## config.mk

```make
export PLATFORM = sky130hd
export DESIGN_NAME = omniwheel_drive_command
export DESIGN_NICKNAME = d
export VERILOG_FILES = /design/src/hdl/odc_pkg.sv /design/src/hdl/odc_mac.sv /design/src/hdl/omniwheel_drive_command.sv
export SDC_FILE = /design/constraint.sdc
export NUM_CORES = 2
export LEC_CHECK = 0
export BUFFER_PORTS_ARGS = -buffer_cell sky130_fd_sc_hd__buf_4
export CAP_MARGIN = 20
export CELL_PAD_IN_SITES_DETAIL_PLACEMENT = 1
export CELL_PAD_IN_SITES_GLOBAL_PLACEMENT = 1
export CORE_ASPECT_RATIO = 0.7
export CORE_MARGIN = 4
export CORE_UTILIZATION = 46
export CTS_CLUSTER_DIAMETER = 120
export DETAILED_ROUTE_END_ITERATION = 10
export PLACE_DENSITY_LB_ADDON = 0.2
export SLEW_MARGIN = 20
export SYNTH_ARGS = -nofsm -noshare
export SYNTH_HDL_FRONTEND = slang
export SYNTH_SLANG_ARGS = --single-unit
```

## constraint.sdc

```tcl
create_clock -name i_clk -period 8.7 [get_ports i_clk]
set_clock_uncertainty 0.2 [all_clocks]
set_input_delay 1.305 -clock i_clk [delete_from_list [all_inputs] [get_ports i_clk]]
set_output_delay 1.305 -clock i_clk [all_outputs]
set_load 0.03 [all_outputs]
```

## src/hdl/odc_pkg.sv

```systemverilog
// Shared types and constants of the omni drive command block.
// Used by odc_mac and omniwheel_drive_command; depends on nothing.
`default_nettype none

package odc_pkg;

    localparam int VEL_W      = 24;
    localparam int MUL_A_W    = 24;
    localparam int MUL_B_W    = 28;
    localparam int PROD_W     = MUL_A_W + MUL_B_W;
    localparam int GOAL_W     = 8;
    localparam int VEL_SHIFT  = 20;
    localparam int RPM_SHIFT  = 28;

    typedef logic [3:0] t_opcode;
    localparam t_opcode OP_START      = 4'd0;
    localparam t_opcode OP_STOP       = 4'd1;
    localparam t_opcode OP_TRANSLATE  = 4'd2;
    localparam t_opcode OP_TRACTOR    = 4'd3;
    localparam t_opcode OP_SPIN_LEFT  = 4'd4;
    localparam t_opcode OP_SPIN_RIGHT = 4'd5;
    localparam t_opcode OP_HEAD_UP    = 4'd6;
    localparam t_opcode OP_HEAD_DOWN  = 4'd7;
    localparam t_opcode OP_KNOB_PRESS = 4'd8;
    localparam t_opcode OP_KNOB_TURN  = 4'd9;

    typedef logic [1:0] t_mode;
    localparam t_mode MODE_DISABLED  = 2'd0;
    localparam t_mode MODE_UNLIMITED = 2'd1;
    localparam t_mode MODE_LIMITED   = 2'd2;

    localparam logic [1:0] UNIT_COUNT = 2'd3;

    localparam logic [0:0] CFG_RPM_LIMIT     = 1'b0;
    localparam logic [0:0] CFG_LIMITED_SCALE = 1'b1;

    localparam logic [6:0] RPM_LIMIT_RST     = 7'd100;
    localparam logic [8:0] LIMITED_SCALE_RST = 9'd128;
    localparam logic [9:0] FACTOR_UNITY      = 10'd256;

    // gains in Q24
    localparam logic signed [MUL_B_W-1:0] GAIN_TRANS   = 28'sd67628957;
    localparam logic signed [MUL_B_W-1:0] GAIN_TRACTOR = 28'sd452985;
    localparam logic signed [MUL_B_W-1:0] GAIN_BUTTON  = 28'sd177641;

    typedef struct packed {
        logic mul_en;
        logic acc_clr;
        logic acc_add;
    } t_mac_ctl;

    // wheel matrix, Q16, RPM prescale folded in
    function automatic logic signed [MUL_B_W-1:0] wheel_coef(
        input logic [1:0] row,
        input logic [1:0] col
    );
        logic signed [MUL_B_W-1:0] c;
        case ({row, col})
            4'b00_00: c = -28'sd6884;
            4'b00_01: c = -28'sd14707;
            4'b00_10: c = 28'sd1706806;
            4'b01_00: c = -28'sd6884;
            4'b01_01: c = 28'sd14707;
            4'b01_10: c = 28'sd1706806;
            4'b10_00: c = 28'sd16271;
            4'b10_01: c = 28'sd0;
            4'b10_10: c = 28'sd2356973;
            default:  c = 28'sd0;
        endcase
        return c;
    endfunction

endpackage

`default_nettype wire

```

## src/hdl/odc_mac.sv

```systemverilog
// Shared multiply-accumulate unit with velocity and RPM rounding.
// Depends on odc_pkg.
`default_nettype none

module odc_mac (
    input  wire logic                                  i_clk,
    input  wire odc_pkg::t_mac_ctl                     i_ctl,
    input  wire logic signed [odc_pkg::MUL_A_W-1:0]    i_a,
    input  wire logic signed [odc_pkg::MUL_B_W-1:0]    i_b,
    output logic signed [odc_pkg::PROD_W-1:0]          o_prod,
    output logic signed [odc_pkg::VEL_W-1:0]           o_vel,
    output logic signed [odc_pkg::GOAL_W-1:0]          o_rpm
);

    localparam int PW   = odc_pkg::PROD_W;
    localparam int VS   = odc_pkg::VEL_SHIFT;
    localparam int RS   = odc_pkg::RPM_SHIFT;
    localparam int VW   = odc_pkg::VEL_W;
    localparam int GW   = odc_pkg::GOAL_W;
    localparam int VSHW = PW - VS;
    localparam int RSHW = PW - RS;

    localparam logic signed [PW-1:0] VEL_HALF = {{(PW-VS){1'b0}}, 1'b1, {(VS-1){1'b0}}};
    localparam logic signed [PW-1:0] RPM_HALF = {{(PW-RS){1'b0}}, 1'b1, {(RS-1){1'b0}}};

    localparam logic signed [VSHW-1:0] VEL_MAX = {{(VSHW-VW+1){1'b0}}, {(VW-1){1'b1}}};
    localparam logic signed [VSHW-1:0] VEL_MIN = {{(VSHW-VW+1){1'b1}}, {(VW-1){1'b0}}};
    localparam logic signed [RSHW-1:0] RPM_MAX = {{(RSHW-GW+1){1'b0}}, {(GW-1){1'b1}}};
    localparam logic signed [RSHW-1:0] RPM_MIN = {{(RSHW-GW+1){1'b1}}, {(GW-1){1'b0}}};

    logic signed [PW-1:0]   r_prod;
    logic signed [PW-1:0]   r_acc;
    logic signed [PW-1:0]   mul_full;
    logic signed [PW-1:0]   vel_biased;
    logic signed [PW-1:0]   rpm_biased;
    logic signed [VSHW-1:0] vel_sh;
    logic signed [RSHW-1:0] rpm_sh;

    assign mul_full = i_a * i_b;

    always_ff @(posedge i_clk) begin
        if (i_ctl.mul_en) begin
            r_prod <= mul_full;
        end
        if (i_ctl.acc_clr) begin
            r_acc <= '0;
        end else if (i_ctl.acc_add) begin
            r_acc <= r_acc + r_prod;
        end
    end

    // half away from zero: negative values get half minus one before the shift
    assign vel_biased = r_prod + (r_prod[PW-1] ? (VEL_HALF - 1'b1) : VEL_HALF);
    assign rpm_biased = r_acc + (r_acc[PW-1] ? (RPM_HALF - 1'b1) : RPM_HALF);
    assign vel_sh     = vel_biased[PW-1:VS];
    assign rpm_sh     = rpm_biased[PW-1:RS];

    always_comb begin
        if (vel_sh > VEL_MAX) begin
            o_vel = VEL_MAX[VW-1:0];
        end else if (vel_sh < VEL_MIN) begin
            o_vel = VEL_MIN[VW-1:0];
        end else begin
            o_vel = vel_sh[VW-1:0];
        end
        if (rpm_sh > RPM_MAX) begin
            o_rpm = RPM_MAX[GW-1:0];
        end else if (rpm_sh < RPM_MIN) begin
            o_rpm = RPM_MIN[GW-1:0];
        end else begin
            o_rpm = rpm_sh[GW-1:0];
        end
    end

    assign o_prod = r_prod;

endmodule

`default_nettype wire

```

## src/hdl/omniwheel_drive_command.sv

```systemverilog
// Top level: gamepad event decode, drive mode, body velocity and wheel goals.
// Depends on odc_pkg and odc_mac.
//
//  channel  | handshake                  | word
//  ---------+----------------------------+-----------------------------------------
//  event in | i_valid / o_ready          | opcode, x_value, y_value, unit_index
//  result   | o_valid / i_ready          | goals, flags, head power, knob, mode
//  config   | i_cfg_valid / o_cfg_ready  | i_cfg_index, i_cfg_data
//
// One word at a time; o_ready is high only while idle. Events without motion go from
// S_EXEC straight to S_FIN; motion events first use the single 24x28 multiplier: each
// matrix product is registered in S_MX_MUL and accumulated in S_MX_ACC, nine matrix
// products per motion event plus two or four scaling products.
// Reset is synchronous and active low; a finished word waits in the output register
// and the next event is taken meanwhile. Config is always ready.
`default_nettype none

module omniwheel_drive_command (
    input  wire logic              i_clk,
    input  wire logic              i_rst_n,
    input  wire logic              i_valid,
    output logic                   o_ready,
    input  wire logic [3:0]        i_opcode,
    input  wire logic signed [8:0] i_x_value,
    input  wire logic signed [7:0] i_y_value,
    input  wire logic [1:0]        i_unit_index,
    output logic                   o_valid,
    input  wire logic              i_ready,
    output logic signed [7:0]      o_left_goal,
    output logic signed [7:0]      o_right_goal,
    output logic signed [7:0]      o_rear_goal,
    output logic                   o_goals_written,
    output logic                   o_set_rejected,
    output logic signed [7:0]      o_head_power,
    output logic                   o_head_written,
    output logic                   o_knob_write,
    output logic                   o_knob_all,
    output logic [1:0]             o_knob_number,
    output logic signed [7:0]      o_knob_position,
    output logic [1:0]             o_control_mode,
    input  wire logic              i_cfg_valid,
    output logic                   o_cfg_ready,
    input  wire logic [0:0]        i_cfg_index,
    input  wire logic [8:0]        i_cfg_data
);

    typedef enum logic [9:0] {
        S_IDLE     = 10'b0000000001,
        S_EXEC     = 10'b0000000010,
        S_SC_MUL1  = 10'b0000000100,
        S_SC_MUL2  = 10'b0000001000,
        S_SC_STORE = 10'b0000010000,
        S_MX_MUL   = 10'b0000100000,
        S_MX_ACC   = 10'b0001000000,
        S_MX_ROW   = 10'b0010000000,
        S_CHECK    = 10'b0100000000,
        S_FIN      = 10'b1000000000
    } t_state;

    localparam int MA_W = odc_pkg::MUL_A_W;
    localparam int MB_W = odc_pkg::MUL_B_W;
    localparam int VW   = odc_pkg::VEL_W;

    t_state r_state, n_state;

    odc_pkg::t_opcode        r_op;
    logic signed [8:0]       r_x;
    logic signed [7:0]       r_y;
    logic [1:0]              r_unit;
    odc_pkg::t_mode          r_mode;
    logic [6:0]              r_rpm_limit;
    logic [8:0]              r_limited_scale;
    logic signed [VW-1:0]    r_vel_x, r_vel_y, r_vel_spin;
    logic signed [7:0]       r_goal [3];
    logic signed [7:0]       r_rpm [3];
    logic                    r_job;
    logic [1:0]              r_row, r_col;

    logic                    r_written, r_rejected, r_head_wr, r_kwrite, r_kall;
    logic signed [7:0]       r_head;
    logic [1:0]              r_knum;
    logic signed [7:0]       r_kpos;

    logic                    r_out_valid;
    logic signed [7:0]       r_out_left, r_out_right, r_out_rear;
    logic                    r_out_written, r_out_rejected, r_out_head_wr;
    logic signed [7:0]       r_out_head;
    logic                    r_out_kwrite, r_out_kall;
    logic [1:0]              r_out_knum;
    logic signed [7:0]       r_out_kpos;
    logic [1:0]              r_out_mode;

    odc_pkg::t_mac_ctl       mac_ctl;
    logic signed [MA_W-1:0]  mac_a;
    logic signed [MB_W-1:0]  mac_b;
    logic signed [odc_pkg::PROD_W-1:0] mac_prod;
    logic signed [VW-1:0]    mac_vel;
    logic signed [7:0]       mac_rpm;

    logic                    in_accept, out_load, is_motion, two_jobs, unit_ok;
    logic signed [9:0]       x_ext, x_neg, sc_in;
    logic signed [MB_W-1:0]  sc_gain;
    logic [9:0]              factor;
    logic signed [VW-1:0]    vel_sel;
    logic [8:0]              x_mag;
    logic [14:0]             mag100;
    logic [23:0]             mag_recip;
    logic [7:0]              q0;
    logic [15:0]             q0_255, rem;
    logic [7:0]              head_q;
    logic                    head_neg;
    logic signed [7:0]       head_val;
    logic [7:0]              abs0, abs1, abs2;
    logic                    over_limit;

    assign o_ready     = (r_state == S_IDLE);
    assign o_cfg_ready = 1'b1;
    assign in_accept   = i_valid && o_ready;
    assign out_load    = (r_state == S_FIN) && (!r_out_valid || i_ready);
    assign unit_ok     = (r_unit < odc_pkg::UNIT_COUNT);

    assign is_motion = (r_mode != odc_pkg::MODE_DISABLED) &&
                       (r_op == odc_pkg::OP_TRANSLATE || r_op == odc_pkg::OP_TRACTOR ||
                        r_op == odc_pkg::OP_SPIN_LEFT || r_op == odc_pkg::OP_SPIN_RIGHT);
    assign two_jobs  = (r_op == odc_pkg::OP_TRANSLATE) || (r_op == odc_pkg::OP_TRACTOR);

    // scaling operands: first job is x (or -x), second job is y
    assign x_ext = {r_x[8], r_x};
    assign x_neg = -x_ext;

    always_comb begin
        if (r_job) begin
            sc_in   = {{2{r_y[7]}}, r_y};
            sc_gain = odc_pkg::GAIN_TRANS;
        end else begin
            sc_in = (r_op == odc_pkg::OP_TRACTOR || r_op == odc_pkg::OP_SPIN_RIGHT) ?
                    x_neg : x_ext;
            case (r_op)
                odc_pkg::OP_TRANSLATE: sc_gain = odc_pkg::GAIN_TRANS;
                odc_pkg::OP_TRACTOR:   sc_gain = odc_pkg::GAIN_TRACTOR;
                default:               sc_gain = odc_pkg::GAIN_BUTTON;
            endcase
        end
        case (r_mode)
            odc_pkg::MODE_UNLIMITED: factor = odc_pkg::FACTOR_UNITY;
            odc_pkg::MODE_LIMITED:   factor = {1'b0, r_limited_scale};
            default:                 factor = '0;
        endcase
        case (r_col)
            2'd0:    vel_sel = r_vel_x;
            2'd1:    vel_sel = r_vel_y;
            2'd2:    vel_sel = r_vel_spin;
            default: vel_sel = '0;
        endcase
    end

    // shared unit operand steering
    always_comb begin
        mac_ctl = '0;
        mac_a   = '0;
        mac_b   = '0;
        case (r_state)
            S_EXEC: begin
                mac_ctl.acc_clr = 1'b1;
            end
            S_SC_MUL1: begin
                mac_ctl.mul_en = 1'b1;
                mac_a = MA_W'(sc_in);
                mac_b = MB_W'(factor);
            end
            S_SC_MUL2: begin
                mac_ctl.mul_en = 1'b1;
                mac_a = mac_prod[MA_W-1:0];
                mac_b = sc_gain;
            end
            S_MX_MUL: begin
                mac_ctl.mul_en = 1'b1;
                mac_a = vel_sel;
                mac_b = odc_pkg::wheel_coef(r_row, r_col);
            end
            S_MX_ACC: begin
                mac_ctl.acc_add = 1'b1;
            end
            S_MX_ROW: begin
                mac_ctl.acc_clr = 1'b1;
            end
            default: begin
                mac_ctl = '0;
            end
        endcase
    end

    odc_mac u_mac (
        .i_clk  (i_clk),
        .i_ctl  (mac_ctl),
        .i_a    (mac_a),
        .i_b    (mac_b),
        .o_prod (mac_prod),
        .o_vel  (mac_vel),
        .o_rpm  (mac_rpm)
    );

    // head power: |x|*100/255 via 257/65536 estimate plus one correction step
    assign x_mag     = r_x[8] ? 9'(-r_x) : 9'(r_x);
    assign mag100    = 15'(x_mag) * 15'd100;
    assign mag_recip = {mag100, 8'd0} + 24'(mag100);
    assign q0        = mag_recip[23:16];
    assign q0_255    = {q0, 8'd0} - 16'(q0);
    assign rem       = 16'(mag100) - q0_255;
    assign head_q    = (rem >= 16'd255) ? q0 + 8'd1 : q0;
    assign head_neg  = r_x[8] ^ (r_op == odc_pkg::OP_HEAD_DOWN);
    assign head_val  = head_neg ? -$signed(head_q) : $signed(head_q);

    assign abs0 = r_rpm[0][7] ? 8'(-r_rpm[0]) : 8'(r_rpm[0]);
    assign abs1 = r_rpm[1][7] ? 8'(-r_rpm[1]) : 8'(r_rpm[1]);
    assign abs2 = r_rpm[2][7] ? 8'(-r_rpm[2]) : 8'(r_rpm[2]);
    assign over_limit = (abs0 > {1'b0, r_rpm_limit}) || (abs1 > {1'b0, r_rpm_limit}) ||
                        (abs2 > {1'b0, r_rpm_limit});

    always_comb begin
        n_state = r_state;
        case (r_state)
            S_IDLE:     n_state = in_accept ? S_EXEC : S_IDLE;
            S_EXEC:     n_state = is_motion ? S_SC_MUL1 : S_FIN;
            S_SC_MUL1:  n_state = S_SC_MUL2;
            S_SC_MUL2:  n_state = S_SC_STORE;
            S_SC_STORE: n_state = (!r_job && two_jobs) ? S_SC_MUL1 : S_MX_MUL;
            S_MX_MUL:   n_state = S_MX_ACC;
            S_MX_ACC:   n_state = (r_col == 2'd2) ? S_MX_ROW : S_MX_MUL;
            S_MX_ROW:   n_state = (r_row == 2'd2) ? S_CHECK : S_MX_MUL;
            S_CHECK:    n_state = S_FIN;
            S_FIN:      n_state = out_load ? S_IDLE : S_FIN;
            default:    n_state = S_IDLE;
        endcase
    end

    // control and state
    always_ff @(posedge i_clk) begin
        if (!i_rst_n) begin
            r_state         <= S_IDLE;
            r_mode          <= odc_pkg::MODE_LIMITED;
            r_rpm_limit     <= odc_pkg::RPM_LIMIT_RST;
            r_limited_scale <= odc_pkg::LIMITED_SCALE_RST;
            r_vel_x         <= '0;
            r_vel_y         <= '0;
            r_vel_spin      <= '0;
            r_goal[0]       <= '0;
            r_goal[1]       <= '0;
            r_goal[2]       <= '0;
            r_out_valid     <= 1'b0;
        end else begin
            r_state <= n_state;

            if (i_cfg_valid) begin
                case (i_cfg_index)
                    odc_pkg::CFG_RPM_LIMIT:     r_rpm_limit     <= i_cfg_data[6:0];
                    odc_pkg::CFG_LIMITED_SCALE: r_limited_scale <= i_cfg_data;
                    default: ;
                endcase
            end

            if (out_load) begin
                r_out_valid <= 1'b1;
            end else if (i_ready) begin
                r_out_valid <= 1'b0;
            end

            case (r_state)
                S_EXEC: begin
                    if (r_op == odc_pkg::OP_START) begin
                        if (r_x != '0) begin
                            case (r_mode)
                                odc_pkg::MODE_DISABLED:  r_mode <= odc_pkg::MODE_UNLIMITED;
                                odc_pkg::MODE_UNLIMITED: r_mode <= odc_pkg::MODE_LIMITED;
                                default:                 r_mode <= odc_pkg::MODE_DISABLED;
                            endcase
                        end
                    end else if (r_mode != odc_pkg::MODE_DISABLED) begin
                        case (r_op)
                            odc_pkg::OP_STOP: begin
                                r_goal[0] <= '0;
                                r_goal[1] <= '0;
                                r_goal[2] <= '0;
                            end
                            odc_pkg::OP_KNOB_PRESS: begin
                                if (r_x != '0 && unit_ok) begin
                                    r_goal[r_unit] <= '0;
                                end
                            end
                            odc_pkg::OP_KNOB_TURN: begin
                                if (unit_ok) begin
                                    r_goal[r_unit] <= r_x[7:0];
                                end
                            end
                            default: ;
                        endcase
                    end
                end
                S_SC_STORE: begin
                    if (r_job) begin
                        r_vel_y <= mac_vel;
                    end else if (r_op == odc_pkg::OP_TRANSLATE) begin
                        r_vel_x <= mac_vel;
                    end else begin
                        r_vel_spin <= mac_vel;
                    end
                end
                S_CHECK: begin
                    if (!over_limit) begin
                        r_goal[0] <= -r_rpm[0];
                        r_goal[1] <= r_rpm[1];
                        r_goal[2] <= r_rpm[2];
                    end
                end
                default: ;
            endcase
        end
    end

    // per-event payload: latched input, counters, flags, result word
    always_ff @(posedge i_clk) begin
        if (in_accept) begin
            r_op   <= i_opcode;
            r_x    <= i_x_value;
            r_y    <= i_y_value;
            r_unit <= i_unit_index;
        end

        case (r_state)
            S_EXEC: begin
                r_job      <= 1'b0;
                r_written  <= 1'b0;
                r_rejected <= 1'b0;
                r_head_wr  <= 1'b0;
                r_head     <= '0;
                r_kwrite   <= 1'b0;
                r_kall     <= 1'b0;
                r_knum     <= '0;
                r_kpos     <= '0;
                if (r_op == odc_pkg::OP_START) begin
                    r_job <= 1'b0;
                end else if (r_mode != odc_pkg::MODE_DISABLED) begin
                    case (r_op)
                        odc_pkg::OP_STOP: begin
                            r_written <= 1'b1;
                            r_kall    <= 1'b1;
                        end
                        odc_pkg::OP_HEAD_UP, odc_pkg::OP_HEAD_DOWN: begin
                            r_head    <= head_val;
                            r_head_wr <= 1'b1;
                        end
                        odc_pkg::OP_KNOB_PRESS: begin
                            if (r_x != '0 && unit_ok) begin
                                r_written <= 1'b1;
                                r_kwrite  <= 1'b1;
                                r_knum    <= r_unit;
                            end
                        end
                        odc_pkg::OP_KNOB_TURN: begin
                            r_written <= unit_ok;
                        end
                        default: ;
                    endcase
                end else if (r_op == odc_pkg::OP_KNOB_TURN) begin
                    // disabled: echo the stored goal back to the knob
                    r_kwrite <= 1'b1;
                    r_knum   <= r_unit;
                    r_kpos   <= unit_ok ? r_goal[r_unit] : 8'sd0;
                end
            end
            S_SC_STORE: begin
                r_job <= 1'b1;
                r_row <= '0;
                r_col <= '0;
            end
            S_MX_ACC: begin
                if (r_col != 2'd2) begin
                    r_col <= r_col + 2'd1;
                end
            end
            S_MX_ROW: begin
                r_rpm[r_row] <= mac_rpm;
                r_col        <= '0;
                r_row        <= r_row + 2'd1;
            end
            S_CHECK: begin
                r_written  <= !over_limit;
                r_rejected <= over_limit;
            end
            default: ;
        endcase

        if (out_load) begin
            r_out_left     <= r_goal[0];
            r_out_right    <= r_goal[1];
            r_out_rear     <= r_goal[2];
            r_out_written  <= r_written;
            r_out_rejected <= r_rejected;
            r_out_head     <= r_head;
            r_out_head_wr  <= r_head_wr;
            r_out_kwrite   <= r_kwrite;
            r_out_kall     <= r_kall;
            r_out_knum     <= r_knum;
            r_out_kpos     <= r_kpos;
            r_out_mode     <= r_mode;
        end
    end

    assign o_valid         = r_out_valid;
    assign o_left_goal     = r_out_left;
    assign o_right_goal    = r_out_right;
    assign o_rear_goal     = r_out_rear;
    assign o_goals_written = r_out_written;
    assign o_set_rejected  = r_out_rejected;
    assign o_head_power    = r_out_head;
    assign o_head_written  = r_out_head_wr;
    assign o_knob_write    = r_out_kwrite;
    assign o_knob_all      = r_out_kall;
    assign o_knob_number   = r_out_knum;
    assign o_knob_position = r_out_kpos;
    assign o_control_mode  = r_out_mode;

    a_write_xor_reject: assert property (@(posedge i_clk) disable iff (!i_rst_n)
        o_valid |-> !(o_goals_written && o_set_rejected))
        else $error("goals written and set rejected in one word");

    a_busy_after_accept: assert property (@(posedge i_clk) disable iff (!i_rst_n)
        (i_valid && o_ready) |=> !o_ready)
        else $error("event taken while a previous one is in work");

    a_stop_clears_goals: assert property (@(posedge i_clk) disable iff (!i_rst_n)
        (o_valid && o_knob_all) |->
            (o_left_goal == 8'sd0 && o_right_goal == 8'sd0 && o_rear_goal == 8'sd0))
        else $error("stop word with nonzero goals");

    a_disabled_quiet: assert property (@(posedge i_clk) disable iff (!i_rst_n)
        (o_valid && o_control_mode == odc_pkg::MODE_DISABLED) |->
            (!o_goals_written && !o_head_written && !o_set_rejected))
        else $error("drive or head output while disabled");

endmodule

`default_nettype wire
```

Yosys cells after proc, flatten, opt, wreduce, memory -nomap -nowiden

Memories as Yosys holds them, arrays and structs flattened. A register that Yosys moved wholly into a read port is not among the register bits.
Cells that the tools add are included.

Memories kept: 3
Flip-flop bits (word level): 273
Bits in read-only memories: 448
Bits of input ports: 38
Bits in writable memories: 48
Output and inout port bits: 52

Magnitude comparators: 9
Multiplexer cells: 86
Bitwise operators: 15
Multipliers: 2
Equality and inequality tests: 26
Add/subtract/negate cells: 15
Reductions and logical operators: 40

Memory list:

| memory          | depth | width | rd ports | clocked after memory_dff | write ports | RTL line                      | text |
|---|---|---|---|---|---|---|---|
| (no name shown) | 16    | 28    | 1        | 0                        | 0           | odc_pkg.sv:58                 | `case ({row, col})` |
| r_goal          | 3     | 8     | 4        | 4                        | 3           | omniwheel_drive_command.sv:74 | `logic signed [7:0] r_goal [3];` |
| r_rpm           | 3     | 8     | 3        | 0                        | 1           | omniwheel_drive_command.sv:75 | `logic signed [7:0] r_rpm [3];` |

Operators by type and width:

| kind                                                                                  | number |
|---|---|
| 52-bit adder                                                                          | 3 |
| 24-bit case mux with 3 select lines                                                   | 2 |
| 8-bit two-way mux                                                                     | 16 |
| 10-bit case mux with 10 select lines                                                  | 1 |
| 28-bit case mux with 3 select lines                                                   | 1 |
| 27-bit case mux with 2 select lines                                                   | 1 |
| 24-bit by 28-bit multiplier with 52-bit output                                        | 1 |
| 24-bit two-way mux                                                                    | 2 |
| 10-bit two-way mux                                                                    | 4 |
| 1-bit two-way mux                                                                     | 38 |
| 32-bit by 24-bit > comparator with 1-bit output (second input constant)               | 1 |
| 32-bit by 24-bit less-than comparator with 1-bit output (second input constant)       | 1 |
| 8-bit negator                                                                         | 4 |
| 28-bit two-way mux                                                                    | 1 |
| 27-bit two-way mux                                                                    | 1 |
| 23-bit by 15-bit adder with 24-bit output                                             | 1 |
| 24-bit by 8-bit > comparator with 1-bit output (second input constant)                | 1 |
| 8-bit by 7-bit > comparator with 1-bit output                                         | 3 |
| 24-bit by 8-bit less-than comparator with 1-bit output (second input constant)        | 1 |
| 20-bit two-way mux                                                                    | 1 |
| 9-bit two-way mux                                                                     | 2 |
| 9-bit case mux with 2 select lines                                                    | 1 |
| 4-bit by 3-bit equality test with 1-bit output (second input constant)                | 4 |
| 16-bit by 8-bit greater-or-equal comparator with 1-bit output (second input constant) | 1 |
| 45 further kinds                                                                      | 101 |

Longest topological paths before layout

Depth after elaboration: 12
Mapped depth: 41
Mapped depth without buffers: 40

Modules after synthesis

Synthesis repeated with hierarchy kept, for this count alone.

Cells, all modules: 5161
Area, all modules: 47106.4 um2

Modules (own cells, without submodules):

| module                  | cells each | instances | area an instance (um2) |
|---|---|---|---|
| odc_mac                 | 3691       | 1         | 32965.4 |
| omniwheel_drive_command | 1470       | 1         | 14141.1 |

Worst setup path before layout

OpenSTA, ideal clock, no wires.

Path kind: register to register
From: register r_x[2]
To: register r_head[6], data pin
Arrival time: 9.045 ns
Setup time: 0.267 ns
Slack: -0.812 ns
Stages on the path, launching flop included: 40
Buffers on the path: 0
Cells stage by stage: edfxtp_1 -> or3_1 -> or3_1 -> nand2_1 -> xnor2_1 -> ha_1 -> ha_1 -> inv_1 -> fa_1 -> inv_1 -> ha_1 -> a21o_1 -> a221oi_1 -> xnor2_1 -> ha_1 -> and4_1 -> nand3_1 -> nand3_1 -> [4 not listed] -> ha_1 -> inv_1 -> ha_1 -> inv_1 -> ha_1 -> nor2b_1 -> o31ai_2 -> a21boi_4 -> or4_4 -> a2111oi_4 -> nand4_2 -> nor2_4 -> mux2i_1 -> ha_1 -> inv_1 -> or2_1 -> a211oi_1 -> nor3_1

Longest elaborated chain between the ends: 10
Elaborated cells on any way between the ends: 11

Ends and longest elaborated chain:

| what                                                          | RTL line                       | text |
|---|---|---|
| start: declaration                                            | omniwheel_drive_command.sv:67  | `logic signed [8:0] r_x;` |
| start signal: assignment                                      | omniwheel_drive_command.sv:324 | `r_x <= i_x_value;` |
| 9-bit negator                                                 | omniwheel_drive_command.sv:204 | `assign x_mag = r_x[8] ? 9'(-r_x) : 9'(r_x);` |
| 9-bit two-way mux (*)                                         | omniwheel_drive_command.sv:204 |  |
| 9-bit by 5-bit multiplier with 13-bit output (*)              | omniwheel_drive_command.sv:205 | `assign mag100 = 15'(x_mag) * 15'd100;` |
| 23-bit by 15-bit adder with 24-bit output                     | omniwheel_drive_command.sv:206 | `assign mag_recip = {mag100, 8'd0} + 24'(mag100);` |
| 16-bit by 8-bit subtractor with 16-bit output                 | omniwheel_drive_command.sv:208 | `assign q0_255 = {q0, 8'd0} - 16'(q0);` |
| 15-bit by 16-bit subtractor with 16-bit output                | omniwheel_drive_command.sv:209 | `assign rem = 16'(mag100) - q0_255;` |
| 16-bit by 8-bit greater-or-equal comparator with 1-bit output | omniwheel_drive_command.sv:210 | `assign head_q = (rem >= 16'd255) ? q0 + 8'd1 : q0;` |
| 8-bit two-way mux (*)                                         | omniwheel_drive_command.sv:210 |  |
| 8-bit negator                                                 | omniwheel_drive_command.sv:212 | `assign head_val = head_neg ? -$signed(head_q) : $signed(head_q);` |
| 8-bit two-way mux (*)                                         | omniwheel_drive_command.sv:212 |  |
| end signal: assignment                                        | omniwheel_drive_command.sv:349 | `r_head <= head_val;` |
| end: declaration                                              | omniwheel_drive_command.sv:80  | `logic signed [7:0] r_head;` |

Mark *: on every way between the ends. The rest lies on a longest branch, timed or not.
A chain may end at the register's enable or synchronous reset.

Worst setup path after layout

From: register r_x[1]
To: register u_mac.r_prod[50] (netlist: u_mac.o_prod[50]), data pin

Longest elaborated chain between the ends: 5

Ends and longest elaborated chain:

| what                                               | RTL line                       | text |
|---|---|---|
| 9-bit negator with 10-bit output                   | omniwheel_drive_command.sv:129 | `assign x_neg = -x_ext;` |
| 10-bit two-way mux (*)                             | omniwheel_drive_command.sv:136 | `sc_in = (r_op == odc_pkg::OP_TRACTOR \|\| r_op == odc_pkg::OP_SPIN_RIGHT) ?` |
| 10-bit two-way mux (*)                             | omniwheel_drive_command.sv:132 | `if (r_job) begin` |
| 24-bit case mux with 3 select lines (*)            | omniwheel_drive_command.sv:162 | `case (r_state)` |
| 24-bit by 28-bit multiplier with 52-bit output (*) | odc_mac.sv:39                  | `assign mul_full = i_a * i_b;` |
| via u_mac.mul_full[50]                             | odc_mac.sv:33                  | `logic signed [PW-1:0] mul_full;` |
| end signal: assignment                             | odc_mac.sv:43                  | `r_prod <= mul_full;` |
| end: declaration                                   | odc_mac.sv:31                  | `logic signed [PW-1:0] r_prod;` |

The timed path passes the listed nets; every way through them passes the cells marked *.

==> metrics.md <==
| Metric | Value |
|---|---|
| Status | `finished with violations` |
| Violations in the final reports | `setup timing` |
| Total CTS buffers | `38` |
| Worst Max-Slew Pin Slew | `1190 ps` |
| GPL Wtd Cong | `0.915` |
| Post-layout utilization of the core | `58.3%` |
| Width of the chip | `379 um` |
| Finished layout cell area | `55300 um^2` |
| Area delta synth->final | `24.7%` |
| Core footprint | `94800 um^2` |
| Primary flip-flop cell chosen by synthesis mapping | `edfxtp_1` |
| Mapped Avg Cell Area | `9.20 um^2` |
| Clock tree from TritonCTS | `built` |
| Final setup slack of the worst path | `-928 ps` |
| Number of detailed-route iterations in the first pass | `6` |
| Total congestion overflow after global routing | `0` |
| Number of violations of the max-capacitance limit | `0` |
| Wire length per cell after detailed routing | `25.0 um` |
| Type of the most critical hold path | `register to register` |
| Highest clock rate | `0.104 GHz` |
| Post-layout minimum cycle time | `9630 ps` |
| Final hold vios | `0` |
| Maximum number of pins on one net before global-route repair | `85` |
| Synth cell types | `87` |
| Placed instance area | `51500 um^2` |
| Total power density per cell area | `167 nW/um^2` |
| Clk pin slew, worst setup/hold paths | `70 ps` |
| End of the worst register-to-register path | `u_mac.o_prod[50]` |
| #FFs+latches synth | `353` |
| Most common cell after layout, fill and taps aside | `inv_1` |
| Sequential area share after synthesis | `20.5%` |
| VDD IR max | `0.00112 V` |
| Total of endpoints with negative setup slack in the final report | `35` |
| Worst hold margin | `223 ps` |
| Number of nets produced by synthesis | `5879` |
| Register-to-register setup slack | `-930 ps` |
| Overall power consumption | `9.21 mW` |
| Critical path arrival | `9700 ps` |
| DIE AREA | `102000 um^2` |
| Category of the critical setup timing path | `register to register` |
| Final WL | `168000 um` |
| CP max stage delay | `610 ps` |
| Final cycle utilization of the critical path | `111%` |
| Crit. Startpoint | `r_x[1]` |
| Worst relative slew slack | `20.7%` |
| Area of the mapped netlist | `44300 um^2` |
| Cell repeated most along the worst path | `fa_1` |
| Cell chosen for the clock root | `clkbuf_16` |
| Static leakage | `26.3 nW` |
| I/O pin cnt | `90` |
| Iteration-0 DRC count of the detailed router | `3070` |
| Vias after detailed routing | `39127` |
| Via count of the first global-routing pass | `42157` |
| Launch instance of the worst register-to-register path | `r_x[1]` |
| H-Tree Level Count | `2` |
| Worst hold start | `r_kpos[1]` |
| FP Rows | `94` |
| Count of yosys warnings during synthesis | `0` |
| Final HPWL from detailed placement | `129000 um` |
| Global routing usage summed across all routing layers | `31.8%` |
| Count of flip-flops with a built-in enable after synthesis | `200` |
| Biggest fanout along the worst timing path | `7` |
| RSZ-0062 raised after global routing | `yes` |
| Worst-case clock buffer depth | `3` |
| Layout cells sized above 1 | `22.1%` |
| Clk Latency, worst-skew pair | `560 ps` |
| Num Clock Sinks | `353` |
| Vertical extent of the die | `268 um` |
| Final routed DRC violation total | `0` |
| Post-synthesis instance total | `4820` |
| Most used cells in the layout excluding fill and tap cells | `inv_1, buf_4, fa_1` |
| First-pass GRT wire length | `249000 um` |
| Critical path required time | `8770 ps` |
| Post-DRT Antenna Nets | `0` |
| Vias per cell | `5.80` |
| Reg2Reg Depth | `31` |
| Port Buffers | `88` |
| Endpoint of the worst setup timing path | `u_mac.o_prod[50]` |
| Number of antenna violations at the first check in global routing | `2` |
| Pins Over Slew Limit | `0` |
| Sort of element at the end of the critical path | `register` |
| Starting Density | `46.8%` |
| Slowest cell on the critical path | `fa_1` |
| Startpoint type of the worst setup path | `register` |
| Setup Total Neg Slack | `-21670 ps` |
| Async set-or-reset flop fraction in the synthesized netlist | `0%` |
| # nets final | `6523` |
power breakdown:
part           internal (mW)  switching (mW)  leakage [nW]  total [mW]
combinational           2.76            2.83          22.4        5.59
sequential              1.78          0.0171          3.30        1.80
clock                   1.05           0.770         0.669        1.82
total                   5.59            3.62          26.3        9.21
worst max-delay path, delay by kind of cell (launching register included):
kind | cells | cell delay [ps]
AOI/OAI and AO/OA | 10 | 2220
xor gates and xnor gates | 1 | 150
adders and majority gates | 8 | 3900
buffers and inverters | 6 | 710
DFF | 1 | 420
and+or+nand+nor | 6 | 1670
synthesized netlist by cell type, types with 8 or more instances:
| master | instances | area share, % |
|---|---|---|
| o221ai_1 | 10 | 0.20 |
| xnor2_1 | 137 | 2.7 |
| nand2_1 | 683 | 5.8 |
| a21o_1 | 78 | 1.3 |
| a22o_1 | 16 | 0.32 |
| and2_1 | 83 | 1.2 |
| nor2b_1 | 42 | 0.59 |
| nor3_1 | 105 | 1.2 |
| a31oi_1 | 18 | 0.25 |
| a22oi_1 | 14 | 0.24 |
| o21a_1 | 44 | 0.74 |
| a221o_1 | 17 | 0.38 |
| mux2i_1 | 24 | 0.54 |
| buf_1 | 12 | 0.10 |
| nand3b_1 | 8 | 0.14 |
| a221oi_1 | 11 | 0.22 |
| xor2_1 | 52 | 1.0 |
| o21ai_0 | 125 | 1.4 |
| a2111oi_0 | 8 | 0.16 |
| o21bai_1 | 15 | 0.25 |
| edfxtp_1 | 200 | 14 |
| clkbuf_1 | 183 | 1.5 |
| a21oi_1 | 209 | 2.4 |
| nand4_1 | 29 | 0.41 |
| dfxtp_1 | 153 | 6.9 |
| nor2_1 | 374 | 3.2 |
| o211ai_1 | 17 | 0.29 |
| nand2b_1 | 43 | 0.61 |
| nor4_1 | 23 | 0.32 |
| o22ai_1 | 9 | 0.13 |
| nand3_1 | 47 | 0.53 |
| ha_1 | 339 | 9.6 |
| or2_2 | 11 | 0.16 |
| a211oi_1 | 30 | 0.51 |
| o31ai_1 | 10 | 0.17 |
| a222oi_1 | 12 | 0.27 |
| inv_1 | 753 | 6.4 |
| fa_1 | 682 | 31 |
| a211o_1 | 8 | 0.16 |
| and3_1 | 38 | 0.54 |
| or3_1 | 29 | 0.41 |
| and4_1 | 13 | 0.26 |
registers in the layout, summed over array words and instances (netlist names), 9 cells and up:
signal,cells
u_mac.o_prod,52
u_mac.r_acc,52
r_goal,24
r_rpm,24
r_vel_spin,24
r_vel_x,24
r_vel_y,24
r_state,10
r_limited_scale,9
r_x,9
routing by layer:
metal / vias up / global-route usage [%] / part of all wire, %
met2: 1509 / 52.6 / 47
met5: - / 0 / 0.0048
met1: 20268 / 44.0 / 42
li1: 16995 / - / -
met3: 353 / 5.79 / 7.7
met4: 2 / 7.11 / 3.1
stage by stage:
| stage | setup WS [ps] | instances |
|---|---|---|
| 2_1_floorplan | -351 | 4820 |
| 3_3_place_gp | -645 | 6595 |
| 3_5_place_dp | -979 | 6595 |
| 4_1_cts | -666 | 6705 |
| 5_1_grt | -1240 | 6742 |
| 6_report | -928 | 6743 |
kinds of logic (layout without fill, tap and decap cells):
| logic type | Yosys count | in the layout | share of synthesized area (%) |
|---|---|---|---|
| adders and majority gates | 1022 | 1022 | 40.4 |
| and+or+nand+nor | 1558 | 1558 | 15.8 |
| muxes | 26 | 26 | 0.593 |
| xor gates and xnor gates | 190 | 190 | 3.77 |
| other | 1 | 2 | 0.00846 |
| DFF | 353 | 353 | 20.5 |
| AOI/OAI and AO/OA | 720 | 720 | 10.9 |
| buffers and inverters | 950 | 1624 | 8.05 |
worst min path at each step:
| stage | end | cells past startpoint |
|---|---|---|
| final | o_knob_position[1] | 0 |
| after global routing | o_goals_written | 0 |
| after CTS | o_knob_position[5] | 0 |
| after detailed placement | o_knob_position[5] | 0 |
| after global placement | o_knob_position[5] | 0 |
| after floorplan | o_goals_written | 0 |
what timing repair did:
action	CTS	global route
setup endpoints to repair	37	40
pin swaps	108	154
setup buffers	46	48
hold buffers	0	0
endpoints found under the hold margin	0	0
gates resized for setup	193	203
final cells by class:
class | count | area (um^2)
antenna | 1 | 2.50
clock buffer | 48 | 1080
clock inverter | 22 | 295
fill | 10629 | 39500
inverter | 753 | 2830
multi-input combinational | 3517 | 33600
sequential | 353 | 9070
tap | 1248 | 1560
timing repair buffer | 801 | 6820
Power figures use the tool's default switching activity.
